File: config.mk
export PLATFORM = sky130hd
export DESIGN_NAME = run_length_escape_encoder
export DESIGN_NICKNAME = d
export VERILOG_FILES = /design/src/rtl/rlee_pkg.sv /design/src/rtl/rlee_front.sv /design/src/rtl/rlee_cmd_fifo.sv /design/src/rtl/rlee_back.sv /design/src/rtl/run_length_escape_encoder.sv
export VERILOG_INCLUDE_DIRS = /design/src /design/src/rtl
export SDC_FILE = /design/constraint.sdc
export NUM_CORES = 1
export LEC_CHECK = 0
export BUFFER_PORTS_ARGS = -buffer_cell sky130_fd_sc_hd__buf_2
export CAP_MARGIN = 5
export CORE_MARGIN = 8
export CORE_UTILIZATION = 55
export CTS_CLUSTER_SIZE = 25
export DETAILED_ROUTE_END_ITERATION = 16
export GPL_TIMING_DRIVEN = 0
export PLACE_DENSITY = 0.75
export SLEW_MARGIN = 40
export SYNTH_ARGS = -nofsm -noshare
export SYNTH_HDL_FRONTEND = slang
export SYNTH_SLANG_ARGS = --single-unit
File: constraint.sdc
create_clock -name clk -period 7.8 [get_ports clk]
set_input_delay 1.56 -clock clk [delete_from_list [all_inputs] [get_ports clk]]
set_output_delay 1.56 -clock clk [all_outputs]
set_load 0.01 [all_outputs]
File: src/rtl/run_length_escape_encoder_assert.svh
// Assertion macros used by the run-length escape encoder request queue.
`ifndef RUN_LENGTH_ESCAPE_ENCODER_ASSERT_SVH
`define RUN_LENGTH_ESCAPE_ENCODER_ASSERT_SVH

// The consequent must hold in the same cycle as the antecedent.
`define RLEE_ASSERT_SAME(lbl, ante, cons, msg) \
	lbl: assert property (@(posedge clk) disable iff (!arst_n) (ante) |-> (cons)) \
		else $error(msg);

// The consequent must hold in the cycle after the antecedent.
`define RLEE_ASSERT_NEXT(lbl, ante, cons, msg) \
	lbl: assert property (@(posedge clk) disable iff (!arst_n) (ante) |=> (cons)) \
		else $error(msg);

`endif

File: src/rtl/rlee_pkg.sv
// Package with the types, constants and command builder of the run-length escape encoder.
package rlee_pkg;

	localparam logic [7:0] ESC_BYTE      = 8'h5C;
	localparam logic [7:0] ASCII_ZERO    = 8'h30;
	localparam logic [7:0] TERM_BYTE     = 8'h00;
	localparam logic [6:0] MAX_RUN       = 7'd99;
	localparam logic [3:0] MIN_RUN_LOW   = 4'd2;
	localparam logic [3:0] MIN_RUN_HIGH  = 4'd9;
	localparam logic [3:0] MIN_RUN_RESET = 4'd4;
	localparam logic [6:0] TWO_DIGITS    = 7'd10;

	// One flush request passed from the front to the back.
	typedef struct packed {
		logic [7:0] sym;       // byte of the run
		logic [3:0] body_n;    // bytes before the optional terminator
		logic       esc;       // escaped count form
		logic       has_tens;  // count takes two digits
		logic [7:0] tens_ch;   // ASCII tens digit
		logic [7:0] ones_ch;   // ASCII ones digit
		logic       term;      // append the zero terminator
	} cmd_t;

	// Builds the flush request for a run of len bytes.
	function automatic cmd_t make_cmd(input logic [7:0] sym, input logic [6:0] len,
			input logic [3:0] eff_min, input logic term);
		cmd_t        c;
		logic [14:0] prod;
		logic [3:0]  tens;
		logic [6:0]  rem;
		// Tens digit by reciprocal multiply; exact for all lengths up to 99.
		prod       = {8'b0, len} * 15'd205;
		tens       = prod[14:11];
		rem        = len - 7'({3'b0, tens} * 7'd10);
		c.sym      = sym;
		c.term     = term;
		c.esc      = (len >= {3'b0, eff_min});
		c.has_tens = (len >= TWO_DIGITS);
		c.tens_ch  = ASCII_ZERO | {4'b0, tens};
		c.ones_ch  = ASCII_ZERO | {4'b0, rem[3:0]};
		if (!c.esc) begin
			c.body_n = len[3:0];
		end else if (c.has_tens) begin
			c.body_n = 4'd4;
		end else begin
			c.body_n = 4'd3;
		end
		return c;
	endfunction

endpackage

File: src/rtl/rlee_front.sv
// Front part: tracks the pending run and issues one flush request per item at most.
module rlee_front import rlee_pkg::*; (
	input  logic       clk,
	input  logic       arst_n,
	input  logic       accept,
	input  logic [7:0] symbol,
	input  logic       end_marker,
	input  logic [3:0] min_run,
	output logic       cmd_push,
	output cmd_t       cmd
);

	logic [7:0] run_byte_q;
	logic [6:0] run_length_q;
	logic       run_open_q;
	logic [3:0] eff_min;
	logic       extend;
	logic [6:0] ext_len;
	logic [6:0] flush_len;

	// Clamp the configured threshold into its meaningful range.
	always_comb begin
		if (min_run < MIN_RUN_LOW) begin
			eff_min = MIN_RUN_LOW;
		end else if (min_run > MIN_RUN_HIGH) begin
			eff_min = MIN_RUN_HIGH;
		end else begin
			eff_min = min_run;
		end
	end

	assign extend    = run_open_q && (symbol == run_byte_q);
	assign ext_len   = run_length_q + 7'd1;
	assign flush_len = run_open_q ? run_length_q : 7'd0;

	// Classify the item: end flush, saturated run, run break, or plain extension.
	always_comb begin
		cmd_push = 1'b0;
		cmd      = make_cmd(run_byte_q, flush_len, eff_min, 1'b0);
		if (accept) begin
			if (end_marker) begin
				cmd_push = 1'b1;
				cmd      = make_cmd(run_byte_q, flush_len, eff_min, 1'b1);
			end else if (extend) begin
				cmd_push = (ext_len >= MAX_RUN);
				cmd      = make_cmd(run_byte_q, ext_len, eff_min, 1'b0);
			end else begin
				cmd_push = run_open_q;
			end
		end
	end

	// Run state register.
	always_ff @(posedge clk or negedge arst_n) begin
		if (!arst_n) begin
			run_byte_q   <= '0;
			run_length_q <= '0;
			run_open_q   <= 1'b0;
		end else if (accept) begin
			if (end_marker) begin
				run_byte_q   <= '0;
				run_length_q <= '0;
				run_open_q   <= 1'b0;
			end else if (extend) begin
				if (ext_len >= MAX_RUN) begin
					run_length_q <= '0;
					run_open_q   <= 1'b0;
				end else begin
					run_length_q <= ext_len;
				end
			end else begin
				run_byte_q   <= symbol;
				run_length_q <= 7'd1;
				run_open_q   <= 1'b1;
			end
		end
	end

endmodule

File: src/rtl/rlee_cmd_fifo.sv
// Short request queue between the front and the back.
`include "run_length_escape_encoder_assert.svh"
module rlee_cmd_fifo import rlee_pkg::*; #(
	parameter int DEPTH = 4
) (
	input  logic clk,
	input  logic arst_n,
	input  logic push,
	input  cmd_t push_cmd,
	output logic full,
	input  logic pop,
	output cmd_t head,
	output logic empty
);

	localparam int PW = (DEPTH > 1) ? $clog2(DEPTH) : 1;
	localparam int CW = $clog2(DEPTH + 1);
	localparam logic [PW-1:0] LAST_PTR = PW'(DEPTH - 1);
	localparam logic [CW-1:0] FULL_CNT = CW'(DEPTH);

	cmd_t          mem_q [DEPTH];
	logic [PW-1:0] wr_ptr_q;
	logic [PW-1:0] rd_ptr_q;
	logic [CW-1:0] count_q;

	assign full  = (count_q == FULL_CNT);
	assign empty = (count_q == '0);
	assign head  = mem_q[rd_ptr_q];

	// Storage write.
	always_ff @(posedge clk) begin
		if (push) begin
			mem_q[wr_ptr_q] <= push_cmd;
		end
	end

	// Pointers and fill count.
	always_ff @(posedge clk or negedge arst_n) begin
		if (!arst_n) begin
			wr_ptr_q <= '0;
			rd_ptr_q <= '0;
			count_q  <= '0;
		end else begin
			if (push) begin
				wr_ptr_q <= (wr_ptr_q == LAST_PTR) ? '0 : wr_ptr_q + PW'(1);
			end
			if (pop) begin
				rd_ptr_q <= (rd_ptr_q == LAST_PTR) ? '0 : rd_ptr_q + PW'(1);
			end
			if (push && !pop) begin
				count_q <= count_q + CW'(1);
			end else if (pop && !push) begin
				count_q <= count_q - CW'(1);
			end
		end
	end

	`RLEE_ASSERT_SAME(a_no_push_full, push, !full, "request pushed into a full queue")
	`RLEE_ASSERT_SAME(a_no_pop_empty, pop, !empty, "request popped from an empty queue")
	`RLEE_ASSERT_SAME(a_count_range, 1'b1, count_q <= FULL_CNT, "queue count out of range")
	`RLEE_ASSERT_NEXT(a_count_up, push && !pop, count_q == $past(count_q) + CW'(1),
		"queue count did not grow on push")

endmodule

File: src/rtl/rlee_back.sv
// Back part: expands requests into bytes, one per cycle unless stalled.
module rlee_back import rlee_pkg::*; (
	input  logic       clk,
	input  logic       arst_n,
	input  logic       cmd_valid,
	input  cmd_t       cmd,
	output logic       cmd_pop,
	output logic       empty,
	input  logic       pop,
	output logic [7:0] out_byte,
	output logic       out_last
);

	logic [3:0] idx_q;
	logic       out_valid_q;
	logic [7:0] out_byte_q;
	logic       out_last_q;
	logic       step;
	logic [3:0] last_idx;
	logic       at_term;
	logic [7:0] sel_byte;

	assign step     = cmd_valid && (!out_valid_q || pop);
	assign last_idx = cmd.term ? cmd.body_n : cmd.body_n - 4'd1;
	assign at_term  = (idx_q == cmd.body_n);
	assign cmd_pop  = step && (idx_q == last_idx);

	// Pick the byte for the current position within the request.
	always_comb begin
		priority if (at_term) begin
			sel_byte = TERM_BYTE;
		end else if (!cmd.esc) begin
			sel_byte = cmd.sym;
		end else if (idx_q == 4'd0) begin
			sel_byte = ESC_BYTE;
		end else if (cmd.has_tens && idx_q == 4'd1) begin
			sel_byte = cmd.tens_ch;
		end else if (idx_q == (cmd.has_tens ? 4'd2 : 4'd1)) begin
			sel_byte = cmd.ones_ch;
		end else begin
			sel_byte = cmd.sym;
		end
	end

	// Position counter within the current request.
	always_ff @(posedge clk or negedge arst_n) begin
		if (!arst_n) begin
			idx_q <= '0;
		end else if (step) begin
			idx_q <= cmd_pop ? 4'd0 : idx_q + 4'd1;
		end
	end

	// Output register; it frees as soon as its byte is taken.
	always_ff @(posedge clk or negedge arst_n) begin
		if (!arst_n) begin
			out_valid_q <= 1'b0;
		end else if (step) begin
			out_valid_q <= 1'b1;
		end else if (pop) begin
			out_valid_q <= 1'b0;
		end
	end

	always_ff @(posedge clk) begin
		if (step) begin
			out_byte_q <= sel_byte;
			out_last_q <= cmd.term && at_term;
		end
	end

	assign empty    = !out_valid_q;
	assign out_byte = out_byte_q;
	assign out_last = out_last_q;

endmodule

File: src/rtl/run_length_escape_encoder.sv
// Top level of the run-length escape encoder: register port, front, queue and back.
//
// Channel   Direction  Handshake            Payload
// input     in         push / full          symbol, end_marker
// result    out        pop / empty          out_byte, out_last
// config    in         psel/penable/pwrite  paddr, pwdata, prdata (min_run)
//
// One input byte is taken every cycle while the request queue has room.
// The back emits one result byte per cycle while the result side keeps popping.
// A flush request is queued first; its bytes leave through the output register.
// Reset clears the run state, the queue and the output register; min_run resets to 4.
// A stalled result side fills the queue, and full then holds off the input.
module run_length_escape_encoder import rlee_pkg::*; #(
	parameter int CMD_DEPTH = 4
) (
	input  logic        clk,
	input  logic        arst_n,
	input  logic        push,
	output logic        full,
	input  logic [7:0]  symbol,
	input  logic        end_marker,
	output logic        empty,
	input  logic        pop,
	output logic [7:0]  out_byte,
	output logic        out_last,
	input  logic        psel,
	input  logic        penable,
	input  logic        pwrite,
	input  logic [1:0]  paddr,
	input  logic [31:0] pwdata,
	output logic [31:0] prdata,
	output logic        pready
);

	logic [3:0] min_run_q;
	logic       accept;
	logic       cmd_push;
	cmd_t       push_cmd;
	cmd_t       head_cmd;
	logic       cmd_empty;
	logic       cmd_pop;

	// Register port: the single register answers at every word address.
	assign pready = 1'b1;
	assign prdata = {28'b0, min_run_q};

	always_ff @(posedge clk or negedge arst_n) begin
		if (!arst_n) begin
			min_run_q <= MIN_RUN_RESET;
		end else if (psel && penable && pwrite && pready && paddr[1:0] == 2'b00) begin
			min_run_q <= pwdata[3:0];
		end else if (psel && penable && pwrite && pready) begin
			min_run_q <= pwdata[3:0];
		end
	end

	assign accept = push && !full;

	rlee_front u_front (
		.clk        (clk),
		.arst_n     (arst_n),
		.accept     (accept),
		.symbol     (symbol),
		.end_marker (end_marker),
		.min_run    (min_run_q),
		.cmd_push   (cmd_push),
		.cmd        (push_cmd)
	);

	rlee_cmd_fifo #(
		.DEPTH (CMD_DEPTH)
	) u_fifo (
		.clk      (clk),
		.arst_n   (arst_n),
		.push     (cmd_push),
		.push_cmd (push_cmd),
		.full     (full),
		.pop      (cmd_pop),
		.head     (head_cmd),
		.empty    (cmd_empty)
	);

	rlee_back u_back (
		.clk       (clk),
		.arst_n    (arst_n),
		.cmd_valid (!cmd_empty),
		.cmd       (head_cmd),
		.cmd_pop   (cmd_pop),
		.empty     (empty),
		.pop       (pop),
		.out_byte  (out_byte),
		.out_last  (out_last)
	);

endmodule
After elaboration in Yosys (flattened, before gate mapping):

Memories as Yosys holds them, arrays and structs flattened.
Index checks and enable logic that the tools add are counted.

* add/sub/neg operators: 9
* $mul: 4
* order comparisons: 7
* equality and inequality tests: 10
* muxes and demuxes: 38
* reduce and logical (&&, ||, !) cells: 25

Operators by type and width (number)
* $mux 23: 3
* $mux 8: 6
* $mux 4: 8
* $mul 7x8->15 const B: 2
* $mux 7: 4
* $ge 7x4->1: 2
* $ge 7x4->1 const B: 2
* $eq 4x4->1: 3
* $mux 3: 4
* $logic_and 1x1->1: 11
* $mux 1: 10
* $eq 8x8->1: 1
* $mul 4x3->3 const B: 2
* $sub 4x4->4: 2
* $add 7x1->7 const B: 1
* $ge 7x7->1 const B: 1
* $mux 2: 3
* $reduce_bool 2->1: 3
* $logic_not 1->1: 5
* $add 2x1->2 const B: 2
* $add 4x1->4 const B: 1
* $eq 2x2->1 const B: 2
* $eq 4x1->1 const B: 1
* $gt 4x4->1 const B: 1
* other kinds (12): 13

* flip-flop bits (word level): 41
* RAM bits: 124
* bits of input ports: 50
* word-level logic and storage cells: 105
* memories: 1

Memories
* u_fifo.mem_q: depth 4, width 31, read ports 1, clocked after memory_dff 0, write ports 1, line rlee_cmd_fifo.sv:21 `cmd_t mem_q [DEPTH];`

Logic depth before layout (Yosys ltp):

* depth in word-level cells: 9
* mapped depth: 25

Cells and area by module:

Synthesis repeated with hierarchy kept, for this count alone.

* cell total of the unflattened synthesis: 739
* area total of the unflattened synthesis: 9838.2 um^2

Modules (own cells, without submodules)
* rlee_cmd_fifo: times used 1, cells an instance 199, area each 4932.2 um^2, sequential area each 3898.7 um^2
* rlee_front: times used 1, cells an instance 392, area each 3437.0 um^2, sequential area each 400.4 um^2
* rlee_back: times used 1, cells an instance 106, area each 1077.3 um^2, sequential area each 395.4 um^2
* run_length_escape_encoder: times used 1, cells an instance 42, area each 391.6 um^2, sequential area each 101.3 um^2

Least setup slack after synthesis:

Ideal clock, no wire load.

* kind: register to register
* start: register u_front.run_length_q[0]
* end: memory u_fifo.mem_q[0][4] (netlist bit), data pin
* setup time: 0.266 ns
* arrival: 5.480 ns
* setup slack: 2.054 ns
* stages on the path, launching flop included: 25
* cell sequence: dfrtp_1 > ha_1 > nand3_1 > xnor2_1 > inv_1 > ha_1 > inv_1 > fa_1 > inv_1 > ha_1 > inv_1 > fa_1 > inv_1 > ha_1 > a211oi_1 > o31a_1 > o31ai_1 > xnor2_1 > ha_1 > inv_1 > fa_1 > xnor2_1 > xnor2_1 > xnor2_1 > mux2_2

RTL lines
* start, declared: line rlee_front.sv:14 `logic [6:0] run_length_q;`
* start signal, assigned: line rlee_front.sv:69 `run_length_q <= ext_len;`
* end, declared: line rlee_cmd_fifo.sv:21

==> metrics.md <==
| Metric | Value |
|---|---|
| Status | completed |
| Mapped Cells | just under 700 |
| Worst slew pin tran | just over 0.8 ns |
| Post-CTS setup repair buffer count | 0 |
| Synth top area cells | edfxtp_1, ha_1, dfrtp_1 |
| CTS root buf | clkbuf_16 |
| YS warnings | 0 |
| Vias/cell | 5.56 |
| Final nets | roughly 950 |
| Crit Path Max Fanout | 7 |
| CTS Buf Count | 17 |
| Hpwl dp | about 13000 µm |
| Critical path buffers and inverters | 6 |
| Hold Worst Slack | about 0.50 ns |
| Die area | approximately 20000 µm² |
| Post-synth top area share | 0.352 |
| Share of cells above drive strength 1 | 0.193 |
| Worst-case clock buffer depth | 2 |
| Starting Density | 0.564 |
| Ys flop type | edfxtp_1 |
| Detail Route Antenna Nets | 0 |
| Die H | about 140 µm |
| First-pass GRT wire length | around 29000 µm |
| TNS Setup | 0 ns |
| CP dominant cell by count | inv_1 |
| Clock power share | 0.278 |
| Synthesized area per cell | about 12 µm² |
| Skew-Pair Late Insertion Delay | around 0.42 ns |
| Dpl cell area | 9160 µm² |
| Final hold violations | 0 |
| Post-synthesis register bit count | 133 |
| CTS sink count | 133 |
| Via count | about 5600 |
| Final WS setup | 0.758 ns |
| WS Path Type | flop to flop |
| Peak VDD IR | between 0.2 and 0.25 mV |
| Final period util | 0.903 |
| Drt first pass iters | 6 |
| Grt ovf | 0 |
| # H-tree levels | 4 |
| CP delay by family, top | adder cells |
| Max-slew violations | 0 |
| Ant diodes | 0 |
| Required time worst endpoint | just under 8 ns |
| # hold bufs at CTS | 0 |
| EDFF count, synth | approximately 100 |
| Worst Setup SP | u_front.run_length_q[0] |
| Internal power | around 0.0019 W |
| Seq/Total Area, Yosys | 0.446 |
| Slew margin rel. | 0.451 |
| Final setup violation count | 0 |
| Max incr delay on CP | ~0.67 ns |
| Starting DRT DRC Count | 363 |
| Core area | 15300 µm² |
| RSZ-0062 raised after global routing | no |
| P per Cell Area | slightly below 300 nW/µm² |
| Reg2reg start | u_front.run_length_q[0] |
| Critical path's slowest cell | xnor2_1 |
| Worst setup SP type | flop |
| GPL Wtd Cong | just under 0.9 |
| Pleak | between 4 and 5 nW |
| I/O Pins | between 90 and 100 |
| Max-cap violations | 0 |
| Ys async rst share | 0.241 |
| Die Width | ~140 µm |
| DP Worst Slack | roughly 0.84 ns |
| Synth area leader | edfxtp_1 |
| Distinct cells, synth | 68 |
| Hold Crit Depth | 1 |
| Crit path DAT | ~7 ns |
| Max Clock Skew | between 0.01 and 0.015 ns |
| Total Wirelength | between 15000 and 20000 µm |
| R2R cell count | 24 |
| Net Switching | 0.000932 W |
| Worst-path clk slew | 0.05 ns |
| Min Tclk post-route | between 7 and 8 ns |
| Sw frac | 0.328 |
| Design area | 9760 µm² |
| Power share of the combinational group | 0.347 |
| Synthesis-to-layout area growth | 13.4% |
| Vias in the first global route | 5815 |
| Crit path cell chain | ha_1 > nand3_1 > xnor2_1 > inv_1 > ha_1 > inv_1 > fa_1 > inv_1 > ha_1 > inv_1 > fa_1 > inv_1 > ha_1 > a211oi_1 > o31a_1 > o31ai_1 > xnor2_1 > ha_1 > inv_1 > fa_1 > xnor2_1 > xnor2_1 > xnor2_1 > mux2_2 |
| Sequential power share | 0.375 |
| GRT Total Usage | 0.189 |
| DR DRC count | 0 |
| Final cell utilization of the core | 0.640 |
| Synthesized area | 8600 µm² |
| HP Class | flop to flop |
| WL per Instance | approximately 18 µm |
| CTS tree | yes |
| # port buffers | 34 |
| FMAX | between 100 and 150 MHz |
| WP depth | 24 |
| Largest net degree at the start of global routing | 33 |
| HP Start | u_fifo.count_q[2] |
| Post_cts resized | 0 |
| Initial antenna violation count | 0 |
| Rows | 45 |
| Worst setup EP type | flop |
power groups by stage:
stage               Combinational [W]  Sequential, W  Clock (W)
floorplan                    0.000716        0.00107          0
CTS                          0.000990        0.00107   0.000794
global route                  0.00107        0.00108   0.000821
detailed placement           0.000976        0.00108          0
finish                       0.000985        0.00107   0.000790
global placement             0.000928        0.00107          0
final cells by class:
cell class / instances / area, µm²
flip-flops and latches: 133 / 3830
clock inverters: 10 / 131
inverters: 79 / 297
repair buffers: 34 / 173
multi-input cells: 466 / 4290
clock buffers: 22 / 454
well taps: 211 / 264
fillers: 1170 / 5500
plain buffers: 43 / 320
final timing paths:
kind | endpoint | slack (ns)
worst max register to register | u_fifo.mem_q[2][4] | 0.76
worst min register to register | u_fifo.count_q[2] | 0.50
worst max-delay path | u_fifo.mem_q[2][4] | 0.76
worst min-delay path | u_fifo.count_q[2] | 0.50
max in group asynchronous | min_run_q[2] | 6.35
min in group asynchronous | u_front.run_byte_q[6] | 1.09
placed cells by master (no fill, tap or decap), types with 6 or more instances in the layout:
cell type	n
mux4_2	21
xnor2_1	25
o21ai_0	24
conb_1	29
a22o_1	9
xor2_1	10
clkbuf_1	10
nand2_1	39
mux2_2	6
nand3_1	16
a21oi_1	21
a22oi_1	7
buf_2	33
dfrtp_1	31
nand2b_1	6
ha_1	102
clkbuf_16	17
nor3_1	6
fa_1	19
inv_1	77
edfxtp_1	101
nor2_1	30
buf_4	32
registers in the layout, indices dropped and copies added, names as in the netlist:
signal                count
u_back.idx_q              4
u_back.out_last           1
u_back.out_valid_q        1
u_front.run_length_q      7
u_front.run_byte_q        8
u_fifo.rd_ptr_q           2
u_back.out_byte           8
u_fifo.mem_q             92
u_fifo.wr_ptr_q           2
u_fifo.count_q            3
min_run_q                 4
u_front.run_open_q        1
cells by family after synthesis:
group / synth area share
simple gates: 0.0788
compound gates: 0.0849
xor+xnor: 0.0446
mux: 0.0808
buf+inv: 0.0717
fa+ha+maj: 0.193
flops: 0.446
other cells: 0.000873
Yosys cell counts (3+ instances only):
master    number
a21oi_1       22
clkbuf_1       6
mux4_2        21
a31oi_1        4
o211ai_1       3
inv_1         77
mux2_2         6
o22ai_1        4
nand4_1        5
nand3_1       16
xnor2_1       27
o21a_1         3
edfxtp_1     101
dfrtp_1       31
a22oi_1        7
mux2i_1        5
a21boi_0       4
a21o_1         5
and2_1         8
ha_1         102
fa_1          19
nor4_1         3
nand2b_1       6
nor2_1        30
buf_4         31
nand2_1       39
nor2b_1        5
o31a_1         3
buf_6          3
a22o_1         9
xor2_1        10
nor3_1         6
o21ai_0       24
metrics by stage:
| stage | std cells | total power [W] |
|---|---|---|
| final | 998 | 0.00284 |
| after global routing | 998 | 0.00298 |
| after CTS | 998 | 0.00285 |
| after detailed placement | 966 | 0.00205 |
| after global placement | 966 | 0.00199 |
| after floorplan | 721 | 0.00178 |
metal layers:
layer / track usage / share of wire / vias to the layer above
met5: 0 / 0 / -
met3: 0.0354 / 0.042 / 34
met1: 0.211 / 0.39 / 2768
li1: - / - / 2600
met4: 0.0730 / 0.022 / 0
met2: 0.348 / 0.54 / 151
Note: power is estimated with default switching activity, not from simulation.
